**src/sv/pru_pkg.sv**
```systemverilog
`default_nettype none

package pru_pkg;

	// Field widths fixed by the interface
	localparam int PIXEL_W = 32;
	localparam int ADDR_W = 28;
	localparam int SIDE_CFG_W = 12;
	localparam int FACT_CFG_W = 4;
	localparam int GAP_CFG_W = 3;
	localparam int CFG_DATA_W = 12;
	localparam int CFG_IDX_W = 3;

	// Default parameter values
	localparam int PIXEL_BITS_DEF = 32;
	localparam int MAX_SIDE_DEF = 2048;
	localparam int MAX_FACTOR_DEF = 8;

	// Register indexes
	localparam logic [CFG_IDX_W-1:0] REG_SRC_WIDTH = 3'd0;
	localparam logic [CFG_IDX_W-1:0] REG_SRC_HEIGHT = 3'd1;
	localparam logic [CFG_IDX_W-1:0] REG_X_FACTOR = 3'd2;
	localparam logic [CFG_IDX_W-1:0] REG_Y_FACTOR = 3'd3;
	localparam logic [CFG_IDX_W-1:0] REG_X_GAP = 3'd4;
	localparam logic [CFG_IDX_W-1:0] REG_Y_GAP = 3'd5;

	// Register reset values
	localparam logic [SIDE_CFG_W-1:0] SRC_WIDTH_RST = 12'd320;
	localparam logic [SIDE_CFG_W-1:0] SRC_HEIGHT_RST = 12'd200;
	localparam logic [FACT_CFG_W-1:0] X_FACTOR_RST = 4'd2;
	localparam logic [FACT_CFG_W-1:0] Y_FACTOR_RST = 4'd2;
	localparam logic [GAP_CFG_W-1:0] X_GAP_RST = 3'd0;
	localparam logic [GAP_CFG_W-1:0] Y_GAP_RST = 3'd0;

	// Controller to datapath
	typedef struct packed {
		logic capture;   // take the input item
		logic prep;      // clamp config, form factor products
		logic base;      // form block base address, advance counters
		logic emit;      // load the next write into the output register
	} pru_cmd_t;

	// Datapath to controller
	typedef struct packed {
		logic err;       // both factors are one
		logic none;      // a gap swallows the whole block
		logic at_last;   // the next write is the final one of this item
		logic out_free;  // output register can take a write this cycle
	} pru_sts_t;

endpackage

`default_nettype wire

```
**src/sv/pru_ctrl.sv**
```systemverilog
`default_nettype none

module pru_ctrl (
	input  wire logic           clk,
	input  wire logic           arst_n,
	input  wire logic           in_valid,
	output logic                in_ready,
	input  wire pru_pkg::pru_sts_t sts,
	output pru_pkg::pru_cmd_t   cmd
);

	localparam logic [1:0] ST_IDLE = 2'd0;
	localparam logic [1:0] ST_PREP = 2'd1;
	localparam logic [1:0] ST_BASE = 2'd2;
	localparam logic [1:0] ST_EMIT = 2'd3;

	logic [1:0] state_q;
	logic [1:0] state_d;

	// Next state and commands
	always_comb begin
		state_d = state_q;
		cmd = '0;
		in_ready = 1'b0;
		unique case (state_q)
			ST_IDLE: begin
				in_ready = 1'b1;
				if (in_valid) begin
					cmd.capture = 1'b1;
					state_d = ST_PREP;
				end
			end
			ST_PREP: begin
				cmd.prep = 1'b1;
				state_d = ST_BASE;
			end
			ST_BASE: begin
				cmd.base = 1'b1;
				if (!sts.err && sts.none) begin
					state_d = ST_IDLE;
				end else begin
					state_d = ST_EMIT;
				end
			end
			ST_EMIT: begin
				if (sts.out_free) begin
					cmd.emit = 1'b1;
					if (sts.at_last) begin
						state_d = ST_IDLE;
					end
				end
			end
			default: begin
				state_d = ST_IDLE;
			end
		endcase
	end

	always_ff @(posedge clk or negedge arst_n) begin
		if (!arst_n) begin
			state_q <= ST_IDLE;
		end else begin
			state_q <= state_d;
		end
	end

`ifndef SYNTHESIS
	// An item is taken only from idle, and setup always follows
	a_capture_prep: assert property (@(posedge clk) disable iff (!arst_n)
		cmd.capture |=> cmd.prep)
		else $error("setup did not follow item capture");

	a_prep_base: assert property (@(posedge clk) disable iff (!arst_n)
		cmd.prep |=> cmd.base)
		else $error("base step did not follow setup");

	a_no_emit_in_setup: assert property (@(posedge clk) disable iff (!arst_n)
		cmd.emit |-> !in_ready && !cmd.prep && !cmd.base)
		else $error("write issued outside the emit phase");
`endif

endmodule

`default_nettype wire

```
**src/sv/pru_datapath.sv**
```systemverilog
`default_nettype none

module pru_datapath #(
	parameter int PIXEL_BITS = pru_pkg::PIXEL_BITS_DEF,
	parameter int MAX_SIDE = pru_pkg::MAX_SIDE_DEF,
	parameter int MAX_FACTOR = pru_pkg::MAX_FACTOR_DEF
) (
	input  wire logic                              clk,
	input  wire logic                              arst_n,
	input  wire logic                              cfg_we,
	input  wire logic [pru_pkg::CFG_IDX_W-1:0]     cfg_index,
	input  wire logic [pru_pkg::CFG_DATA_W-1:0]    cfg_data,
	input  wire logic [pru_pkg::PIXEL_W-1:0]       pixel_in,
	input  wire logic                              out_ready,
	output logic                                   out_valid,
	output logic [pru_pkg::ADDR_W-1:0]             dest_addr,
	output logic [pru_pkg::PIXEL_W-1:0]            pixel_out,
	output logic                                   is_error,
	output logic                                   last,
	input  wire pru_pkg::pru_cmd_t                 cmd,
	output pru_pkg::pru_sts_t                      sts
);

	localparam int SIDE_W = $clog2(MAX_SIDE + 1);
	localparam int CNT_W = $clog2(MAX_SIDE);
	localparam int FACT_W = $clog2(MAX_FACTOR + 1);
	localparam int DW_W = $clog2(MAX_SIDE * MAX_FACTOR + 1);
	localparam int STEP_W = $clog2(MAX_SIDE * MAX_FACTOR * MAX_FACTOR + 1);
	localparam int AW = pru_pkg::ADDR_W;
	localparam logic [pru_pkg::PIXEL_W-1:0] PIX_MASK =
		pru_pkg::PIXEL_W'((64'd1 << PIXEL_BITS) - 64'd1);

	// Configuration registers
	logic [pru_pkg::SIDE_CFG_W-1:0] src_width_q, src_height_q;
	logic [pru_pkg::FACT_CFG_W-1:0] x_factor_q, y_factor_q;
	logic [pru_pkg::GAP_CFG_W-1:0]  x_gap_q, y_gap_q;

	// Frame position
	logic [CNT_W-1:0]  col_q, row_q;
	logic [AW-1:0]     row_base_q;

	// Per-item working registers
	logic [pru_pkg::PIXEL_W-1:0] pix_q;
	logic [SIDE_W-1:0] w_q, h_q;
	logic [FACT_W-1:0] yf_q, xi_q, yi_q, k_q, l_q;
	logic              err_q;
	logic [DW_W-1:0]   dwidth_q, col_off_q;
	logic [AW-1:0]     col_addr_q, addr_q;

	// Output register
	logic              out_valid_q;
	logic [AW-1:0]     dest_addr_q;
	logic [pru_pkg::PIXEL_W-1:0] pixel_out_q;
	logic              is_error_q, last_q;

	// Clamped configuration
	logic [SIDE_W-1:0] w_eff, h_eff;
	logic [FACT_W-1:0] xf_eff, yf_eff, xi_eff, yi_eff;
	logic [STEP_W-1:0] row_step;

	always_comb begin
		if (src_width_q == '0) begin
			w_eff = SIDE_W'(1);
		end else if (32'(src_width_q) > 32'(MAX_SIDE)) begin
			w_eff = SIDE_W'(MAX_SIDE);
		end else begin
			w_eff = SIDE_W'(src_width_q);
		end
		if (src_height_q == '0) begin
			h_eff = SIDE_W'(1);
		end else if (32'(src_height_q) > 32'(MAX_SIDE)) begin
			h_eff = SIDE_W'(MAX_SIDE);
		end else begin
			h_eff = SIDE_W'(src_height_q);
		end
		if (x_factor_q == '0) begin
			xf_eff = FACT_W'(1);
		end else if (32'(x_factor_q) > 32'(MAX_FACTOR)) begin
			xf_eff = FACT_W'(MAX_FACTOR);
		end else begin
			xf_eff = FACT_W'(x_factor_q);
		end
		if (y_factor_q == '0) begin
			yf_eff = FACT_W'(1);
		end else if (32'(y_factor_q) > 32'(MAX_FACTOR)) begin
			yf_eff = FACT_W'(MAX_FACTOR);
		end else begin
			yf_eff = FACT_W'(y_factor_q);
		end
		// columns and rows actually written in each block
		xi_eff = (32'(x_gap_q) < 32'(xf_eff)) ? xf_eff - FACT_W'(x_gap_q) : '0;
		yi_eff = (32'(y_gap_q) < 32'(yf_eff)) ? yf_eff - FACT_W'(y_gap_q) : '0;
	end

	// destination distance from one block row to the next
	assign row_step = STEP_W'(dwidth_q) * STEP_W'(yf_q);

	// Configuration writes
	always_ff @(posedge clk or negedge arst_n) begin
		if (!arst_n) begin
			src_width_q  <= pru_pkg::SRC_WIDTH_RST;
			src_height_q <= pru_pkg::SRC_HEIGHT_RST;
			x_factor_q   <= pru_pkg::X_FACTOR_RST;
			y_factor_q   <= pru_pkg::Y_FACTOR_RST;
			x_gap_q      <= pru_pkg::X_GAP_RST;
			y_gap_q      <= pru_pkg::Y_GAP_RST;
		end else if (cfg_we) begin
			unique case (cfg_index)
				pru_pkg::REG_SRC_WIDTH:  src_width_q  <= cfg_data;
				pru_pkg::REG_SRC_HEIGHT: src_height_q <= cfg_data;
				pru_pkg::REG_X_FACTOR:   x_factor_q   <= cfg_data[pru_pkg::FACT_CFG_W-1:0];
				pru_pkg::REG_Y_FACTOR:   y_factor_q   <= cfg_data[pru_pkg::FACT_CFG_W-1:0];
				pru_pkg::REG_X_GAP:      x_gap_q      <= cfg_data[pru_pkg::GAP_CFG_W-1:0];
				pru_pkg::REG_Y_GAP:      y_gap_q      <= cfg_data[pru_pkg::GAP_CFG_W-1:0];
				default: ;
			endcase
		end
	end

	// Column, row and block row base, advanced once per non-error item
	always_ff @(posedge clk or negedge arst_n) begin
		if (!arst_n) begin
			col_q      <= '0;
			row_q      <= '0;
			row_base_q <= '0;
		end else if (cmd.base && !err_q) begin
			if (SIDE_W'(col_q) + SIDE_W'(1) >= w_q) begin
				col_q <= '0;
				if (SIDE_W'(row_q) + SIDE_W'(1) >= h_q) begin
					row_q      <= '0;
					row_base_q <= '0;
				end else begin
					row_q      <= row_q + CNT_W'(1);
					row_base_q <= row_base_q + AW'(row_step);
				end
			end else begin
				col_q <= col_q + CNT_W'(1);
			end
		end
	end

	// Item capture and setup
	always_ff @(posedge clk) begin
		if (cmd.capture) begin
			pix_q <= pixel_in & PIX_MASK;
		end
		if (cmd.prep) begin
			w_q       <= w_eff;
			h_q       <= h_eff;
			yf_q      <= yf_eff;
			xi_q      <= xi_eff;
			yi_q      <= yi_eff;
			err_q     <= (xf_eff == FACT_W'(1)) && (yf_eff == FACT_W'(1));
			dwidth_q  <= DW_W'(w_eff) * DW_W'(xf_eff);
			col_off_q <= DW_W'(col_q) * DW_W'(xf_eff);
		end
		// Walk: column offset outer, row offset inner
		if (cmd.base) begin
			col_addr_q <= row_base_q + AW'(col_off_q);
			addr_q     <= row_base_q + AW'(col_off_q);
			k_q        <= '0;
			l_q        <= '0;
		end else if (cmd.emit) begin
			if (l_q + FACT_W'(1) == yi_q) begin
				l_q        <= '0;
				k_q        <= k_q + FACT_W'(1);
				col_addr_q <= col_addr_q + AW'(1);
				addr_q     <= col_addr_q + AW'(1);
			end else begin
				l_q    <= l_q + FACT_W'(1);
				addr_q <= addr_q + AW'(dwidth_q);
			end
		end
	end

	assign sts.err = err_q;
	assign sts.none = (xi_q == '0) || (yi_q == '0);
	assign sts.at_last = err_q || ((k_q + FACT_W'(1) == xi_q) && (l_q + FACT_W'(1) == yi_q));
	assign sts.out_free = !out_valid_q || out_ready;

	// Output register
	always_ff @(posedge clk or negedge arst_n) begin
		if (!arst_n) begin
			out_valid_q <= 1'b0;
		end else if (cmd.emit) begin
			out_valid_q <= 1'b1;
		end else if (out_ready) begin
			out_valid_q <= 1'b0;
		end
	end

	always_ff @(posedge clk) begin
		if (cmd.emit) begin
			if (err_q) begin
				dest_addr_q <= '0;
				pixel_out_q <= '0;
				is_error_q  <= 1'b1;
			end else begin
				dest_addr_q <= addr_q;
				pixel_out_q <= pix_q;
				is_error_q  <= 1'b0;
			end
			last_q <= sts.at_last;
		end
	end

	assign out_valid = out_valid_q;
	assign dest_addr = dest_addr_q;
	assign pixel_out = pixel_out_q;
	assign is_error  = is_error_q;
	assign last      = last_q;

`ifndef SYNTHESIS
	// A write never overruns a result still waiting to be taken
	a_no_overrun: assert property (@(posedge clk) disable iff (!arst_n)
		cmd.emit |-> (!out_valid_q || out_ready))
		else $error("output register overrun");

	// Block walk stays inside the written part of the block
	a_walk_range: assert property (@(posedge clk) disable iff (!arst_n)
		cmd.emit && !err_q |-> (k_q < xi_q) && (l_q < yi_q))
		else $error("block walk out of range");

	// Rejected items carry no write
	a_error_item: assert property (@(posedge clk) disable iff (!arst_n)
		out_valid_q && is_error_q |-> last_q && (dest_addr_q == '0) && (pixel_out_q == '0))
		else $error("error result carries a write");

	// Frame position stays below the largest side
	a_pos_range: assert property (@(posedge clk) disable iff (!arst_n)
		(32'(col_q) < 32'(MAX_SIDE)) && (32'(row_q) < 32'(MAX_SIDE)))
		else $error("frame position beyond maximum side");
`endif

endmodule

`default_nettype wire

```
**src/sv/pixel_replication_upscaler_unit.sv**
```systemverilog
// Pixel replication upscaler. Source pixels come in raster order on the input
// channel; each is copied into an x_factor by y_factor block of the destination
// framebuffer (row pitch src_width*x_factor), skipping the last x_gap columns
// and y_gap rows of the block. Writes leave column offset outer, row offset
// inner, with last set on the final write of each pixel. Both factors at one
// gives a single is_error result and no write; a gap at least its factor gives
// no result at all, though the position still advances. One pixel is handled
// at a time: it is set up first (factor products, then block base address and
// position update), then one cycle per write while the output drains, then it
// returns to idle, where the next pixel is taken.
`default_nettype none

module pixel_replication_upscaler_unit #(
	parameter int PIXEL_BITS = pru_pkg::PIXEL_BITS_DEF,
	parameter int MAX_SIDE = pru_pkg::MAX_SIDE_DEF,
	parameter int MAX_FACTOR = pru_pkg::MAX_FACTOR_DEF
) (
	input  wire logic                           clk,
	input  wire logic                           arst_n,
	input  wire logic                           cfg_we,
	input  wire logic [pru_pkg::CFG_IDX_W-1:0]  cfg_index,
	input  wire logic [pru_pkg::CFG_DATA_W-1:0] cfg_data,
	input  wire logic                           in_valid,
	output logic                                in_ready,
	input  wire logic [pru_pkg::PIXEL_W-1:0]    pixel_in,
	output logic                                out_valid,
	input  wire logic                           out_ready,
	output logic [pru_pkg::ADDR_W-1:0]          dest_addr,
	output logic [pru_pkg::PIXEL_W-1:0]         pixel_out,
	output logic                                is_error,
	output logic                                last
);

	pru_pkg::pru_cmd_t cmd;
	pru_pkg::pru_sts_t sts;

	// Sequencer
	pru_ctrl u_ctrl (
		.clk      (clk),
		.arst_n   (arst_n),
		.in_valid (in_valid),
		.in_ready (in_ready),
		.sts      (sts),
		.cmd      (cmd)
	);

	// Address generation, position counters and output register
	pru_datapath #(
		.PIXEL_BITS (PIXEL_BITS),
		.MAX_SIDE   (MAX_SIDE),
		.MAX_FACTOR (MAX_FACTOR)
	) u_datapath (
		.clk       (clk),
		.arst_n    (arst_n),
		.cfg_we    (cfg_we),
		.cfg_index (cfg_index),
		.cfg_data  (cfg_data),
		.pixel_in  (pixel_in),
		.out_ready (out_ready),
		.out_valid (out_valid),
		.dest_addr (dest_addr),
		.pixel_out (pixel_out),
		.is_error  (is_error),
		.last      (last),
		.cmd       (cmd),
		.sts       (sts)
	);

endmodule

`default_nettype wire

```
**config.mk**
```make
export PLATFORM = sky130hd
export DESIGN_NAME = pixel_replication_upscaler_unit
export DESIGN_NICKNAME = d
export VERILOG_FILES = /design/src/sv/pru_pkg.sv /design/src/sv/pru_ctrl.sv /design/src/sv/pru_datapath.sv /design/src/sv/pixel_replication_upscaler_unit.sv
export SDC_FILE = /design/constraint.sdc
export NUM_CORES = 1
export LEC_CHECK = 0
export ABC_AREA = 1
export BUFFER_PORTS_ARGS = -buffer_cell sky130_fd_sc_hd__buf_2
export CAP_MARGIN = 0
export CORE_MARGIN = 2
export CORE_UTILIZATION = 40
export CTS_CLUSTER_DIAMETER = 60
export DETAILED_ROUTE_END_ITERATION = 10
export GPL_TIMING_DRIVEN = 0
export PLACE_DENSITY_LB_ADDON = 0.15
export SLEW_MARGIN = 0
export SYNTH_ARGS = -nofsm -noshare
export SYNTH_HDL_FRONTEND = slang
export SYNTH_HIERARCHICAL = 1
export SYNTH_SLANG_ARGS = --single-unit
```
**constraint.sdc**
```tcl
create_clock -name clk -period 6.6 [get_ports clk]
set_input_delay 0.99 -clock clk [delete_from_list [all_inputs] [get_ports clk]]
set_output_delay 0.99 -clock clk [all_outputs]
set_load 0.005 [all_outputs]
```
## Word-level counts from Yosys, hierarchy flattened

Index checks and enable logic that the tools add are counted.
Widths: inputs -> output; s select.

- Latch bits: 0
- Memory bits (read-only): 0
- Word-level logic and storage cells: 130
- RAM bits: 0
- Register bits after elaboration: 316
- Memories: 0
- Input port bits: 52
- Output and inout port bits: 64

- Equal/unequal tests: 15
- Bitwise operators: 0
- Shifts and indexed selects: 0
- Div/mod/pow operators: 0
- Magnitude comparators: 8
- Multipliers: 3
- Muxes and demuxes: 32
- Reduce and logical (&&, ||, !) cells: 31
- $add $sub $neg: 12

Operators by type and width:

| kind | number |
|---|---|
| $mux 28 | 7 |
| $add 28x15->28 | 2 |
| $mux 12 | 3 |
| $add 28x1->28 const B | 1 |
| $add 28x18->28 | 1 |
| $add 11x1->12 const B | 2 |
| $ge 12x12->1 | 2 |
| $gt 12x12->1 const B | 2 |
| $logic_not 12->1 | 2 |
| $add 11x1->11 const B | 2 |
| $mux 11 | 2 |
| $mux 4 | 5 |
| $mul 15x4->18 | 1 |
| $reduce_and 2->1 | 9 |
| $logic_not 4->1 | 4 |
| $mul 11x4->15 | 1 |
| $mul 12x4->15 | 1 |
| $mux 1 | 10 |
| $add 4x1->4 const B | 2 |
| $eq 4x1->1 const B | 2 |
| $eq 4x4->1 | 2 |
| $gt 4x4->1 const B | 2 |
| $lt 3x4->1 | 2 |
| $mux 2 | 4 |
| other kinds (16) | 30 |

## Longest topological paths before layout

- Word-level depth: 7
- Mapped depth: 31
- Gate-level depth less buffers: 30

## Cells and area by module

The synthesis kept the hierarchy.

Modules (own cells, without submodules):

| module | sequential area each (um^2) | cells an instance | times used | area an instance (um^2) |
|---|---|---|---|---|
| pru_datapath | 8912.3 | 2916 | 1 | 22650.5 |
| pru_ctrl | 50.0 | 20 | 1 | 122.6 |

## Worst setup path after synthesis

No wires, ideal clock.

- Path kind: input-to-reg
- Start point: in out_ready
- End point: reg u_datapath.col_addr_q[0], enable pin
- Path buffers: 0
- Data required time: 6.214 ns
- Data arrival time: 5.451 ns
- Cell stages on the path: 8
- Setup slack: 0.763 ns
- Setup time: 0.386 ns
- Cell sequence: inv_1 nand2_1 inv_1 nor2_1 inv_1 nor2_4 inv_2 nand2_1

RTL lines:

| item | RTL line | RTL |
|---|---|---|
| start, declared | pixel_replication_upscaler_unit.sv:27 | `input wire logic out_ready,` |
| end signal, assigned | pru_datapath.sv:159 | `col_addr_q <= row_base_q + AW'(col_off_q);` |
| end signal, assigned | pru_datapath.sv:167 | `col_addr_q <= col_addr_q + AW'(1);` |
| end, declared | pru_datapath.sv:48 | `logic [AW-1:0] col_addr_q, addr_q;` |

## Worst setup path after layout

- Start point: reg u_datapath.yf_q[3]
- End point: reg u_datapath.row_base_q[15]

- Word-level cells in the longest chain between the ends: 3

RTL lines:

| item | RTL line | RTL |
|---|---|---|
| start, declared | pru_datapath.sv:45 | `logic [FACT_W-1:0] yf_q, xi_q, yi_q, k_q, l_q;` |
| start signal, assigned | pru_datapath.sv:150 | `yf_q <= yf_eff;` |
| $mul 15x4->18 | pru_datapath.sv:96 | `assign row_step = STEP_W'(dwidth_q) * STEP_W'(yf_q);` |
| $add 28x18->28 | pru_datapath.sv:134 | `row_base_q <= row_base_q + AW'(row_step);` |
| $mux 28 | pru_datapath.sv:129 | `if (SIDE_W'(row_q) + SIDE_W'(1) >= h_q) begin` |
| end signal, assigned | pru_datapath.sv:134 |  |
| end, declared | pru_datapath.sv:40 | `logic [AW-1:0] row_base_q;` |

Every way passes these cells.
A chain may end at the register's enable or synchronous reset.

==> results.yml <==
status:
  outcome: "finished, final reports clean"
detailed_routing:
  firstDrtPassIters: 6
  routed_wl_mm: 65.2
  viasPerCell: 4.91
  ant_nets: 0
  num_vias: 19100
  drc: 0
  drt_iter0_markers: 1397
  avgRoutedWirePerCell_um: 16.7
place:
  dpl-instance-area_mm2: 0.0244
  hpwlAfterDp_mm: 52.3
  gp_congestion: 0.907
  dp_cells: 3810
  port_buffers: 115
yosys:
  yosysWarnings: 6
  synth-edff-count: 217
  synth_area_leader_cell: "edfxtp_1"
  ys_types: 58
  synthTopCellsByArea: "edfxtp_1 (29%), nand2_1 (15%), dfrtp_1 (9.2%), inv_1 (8.9%), ha_1 (7.9%)"
  ys_ff_latch: 316
  synth_top_area_share_pct: 28.6
  post_synth_inst_count: 2936
  syn_area_per_cell_um2: 7.76
  syn_nets: 3200
  synth_ff_type: "edfxtp_1"
  async_flop_share_pct: 28.8
  ys_seq_area_share_pct: 39.4
  syn_area_mm2: 0.0228
setup_path:
  cp_max_fo: 10
  worst_setup_path_start_kind: "flip-flop"
  r2r-start: "u_datapath/yf_q[3]"
  worstSetupEndpointType: "flip-flop"
  cp_data_required_time_ns: 7.05
  arrival_ns: 6.17
  r2r-end: "u_datapath/row_base_q[15]"
  rrSetupSlack_ns: 0.89
  path_class: "reg -> reg"
  reg2reg_depth: 21
clocking:
  post_cts_resized: 0
  clock-root-buffer: "clkbuf_16"
  clockBufferDepth: 3
  cts_tree: "done"
  cts.sinks: 316
  clk_pin_slew_ns: 0.06
  cts_setup_buffers: 0
  ctsHoldBuffers: 0
  clk_latency_ns: 0.58
  numCtsBuffers: 44
  h-tree-depth: 2
sta:
  slew_violations: 0
  period_share_pct: 86.5
  maxSlewHeadroom_pct: 12.3
  fmax_mhz: 175
  rsz0062_at_grt: "no"
  final-hold-violation-count: 0
  min_period_ns: 5.71
  setup_viol: 0
  fin_skew_ns: 0.0289
  worst_slew_pin_slew_ns: 1.31
grt:
  grt_pass1_wl_mm: 103
  gr-total-overflow: 0
  grt_pass1_vias: 18900
  grt_start_max_net_pins: 53
  grt_use_total_pct: 22.2
  antenna_found_initial: 0
power_and_ir_drop:
  p_leak_nw: 13.3
  power.switching_mw: 5.85
  clkPwrFrac_pct: 20.1
  vdd_drop_max_v: 0.000241
  internal_power_mw: 6.68
  swShare_pct: 46.7
  powerDensity_mw_per_mm2: 483
  power_frac_comb_pct: 51.1
  p_total_mw: 12.5
  p_seq_share_pct: 28.7
flow_run:
  maxCapViolations: 0
floorplan:
  start_util_pct: 40.4
  die_h_um: 243
  core-area_mm2: 0.0564
  fp-row-count: 87
  dieArea_mm2: 0.0589
  die_x_um: 243
  num_io_pins: 116
cells_and_area:
  areaGrowthSynthToFinish_pct: 14.0
  seqCellArea_mm2: 0.00896
  drive_gt1_share_pct: 8.73
  final_area_mm2: 0.0260
  nNetsFinal: 3365
  final_cells: 3893
  final.fill_count: 5707
  multi_input_area_mm2: 0.0115
  num_antenna_cells: 0
hold_path:
  hp-class: "in -> async"
-- routing by layer --
metal,track usage [%],up-vias,routed length [µm]
li1,-,9596,-
met1,30.3,8943,30000
met2,37.0,473,30200
met3,2.52,86,3190
met4,6.82,0,1850
met5,0,-,0
-- layout make-up --
| type | instances | area share [%] |
|---|---|---|
| multi-input cells | 2025 | 44.4 |
| flip-flops and latches | 316 | 34.5 |
| repair buffers | 119 | 2.59 |
| inverters | 544 | 7.86 |
| clock buffers | 54 | 4.70 |
| well taps | 756 | 3.64 |
| plain buffers | 51 | 0.935 |
| clock inverters | 28 | 1.33 |
-- worst max-delay path by stage --
stage	start	to	slack, ns	depth (start not counted)
4_1_cts	u_datapath/yf_q[3]	u_datapath/row_base_q[14]	0.98	22
5_1_grt	u_datapath/yf_q[3]	u_datapath/row_base_q[21]	0.43	27
3_5_place_dp	u_datapath/yf_q[3]	u_datapath/row_base_q[14]	1.02	22
3_3_place_gp	out_ready	u_datapath/col_addr_q[8]	-1.57	9
6_report	u_datapath/yf_q[3]	u_datapath/row_base_q[15]	0.89	21
2_1_floorplan	out_ready	u_datapath/col_addr_q[0]	0.76	8
-- per-stage QoR --
step           hold WS, ns  util, %  setup WS, ns  setup TNS, ns
5_1_grt              0.448     46.1         0.433              0
3_5_place_dp         0.474     43.2          1.02              0
4_1_cts              0.424     46.0         0.981              0
6_report             0.421     46.1         0.888              0
2_1_floorplan        0.449        -         0.763              0
3_3_place_gp         0.472     43.1         -1.57         -89.62
-- worst max-delay path, stage by stage, from the launching register on --
cell and delay [ns]:
edfxtp_1 0.54, clkbuf_1 0.46, nand2_1 0.15, fa_1 0.56
inv_1 0.10, fa_1 0.51, ha_1 0.47, nand3_1 0.21
nand2_1 0.16, a21oi_1 0.13, o21ai_0 0.46, nand2_1 0.10
nand2_1 0.10, xor2_1 0.35, ha_1 0.34, nand2_1 0.13
nor2_1 0.11, nand2_1 0.10, inv_1 0.04, a21oi_1 0.31
xor2_1 0.17, o21ai_0 0.08
-- cells in the final DEF (no fill, tap or decap), drive strengths merged, types with 3 or more instances in the layout --
cell type and instances:
nand4 30, edfxtp 217, o21a 3, nor3 36, a21o 8, inv 554, nand3b 10, dfstp 7
clkinvlp 4, or2 7, buf 140, fa 69, o21bai 5, clkinv 9, nor2 282, ha 143
nor4 6, and2 6, nand3 147, nor3b 3, xor2 63, dfxtp 8, dfrtp 84, nand2 912
xnor2 34, clkbuf 84, o22ai 10, o21ai 140, a21oi 96, bufinv 5
-- power groups by stage --
stage / Combinational (mW) / Clock [mW] / Sequential [mW]
floorplan: 4.49 / 0 / 3.42
global placement: 6.25 / 0 / 3.67
detailed placement: 6.34 / 0 / 3.64
CTS: 6.39 / 2.59 / 3.60
global route: 7.28 / 2.67 / 3.66
finish: 6.41 / 2.52 / 3.60
-- sequential cells by signal, summed over array words and instances (netlist names), 11 cells and up --
register and cells:
u_datapath/src_height_q 12, u_datapath/w_q 12, u_datapath/col_q 11, u_datapath/col_off_q 15, u_datapath/src_width_q 12, u_datapath/addr_q 28
u_datapath/h_q 12, u_datapath/row_base_q 28, u_datapath/row_q 11, u_datapath/dwidth_q 15, u_datapath/col_addr_q 28, u_datapath/pixel_out 32
u_datapath/dest_addr 28, u_datapath/pix_q 32
-- kinds of logic (layout without fill, tap and decap cells) --
family                   Yosys count  count (layout)  synth area share, %
adder cells (fa/ha/maj)          212             212                 13.9
flip-flops                       316             316                 39.4
AND/OR/NAND/NOR                 1441            1441                 26.0
XOR/XNOR                          97              97                 3.83
AO/OA/AOI/OAI                    275             275                 6.88
buffers and inverters            595             796                 10.0
-- synthesized netlist by cell type (all sizes together) (5+ instances only) --
cell	number
buf	21
dfxtp	8
ha	143
fa	69
nor2	282
a21o	8
inv	544
o21ai	140
dfstp	7
nand2	912
o21bai	5
nand3b	10
a21oi	96
and2	6
clkbuf	30
edfxtp	217
dfrtp	84
or2	7
nor4	6
o22ai	10
nand4	30
nor3	36
xnor2	34
xor2	63
nand3	147
Note: power is estimated with default switching activity, not from simulation.
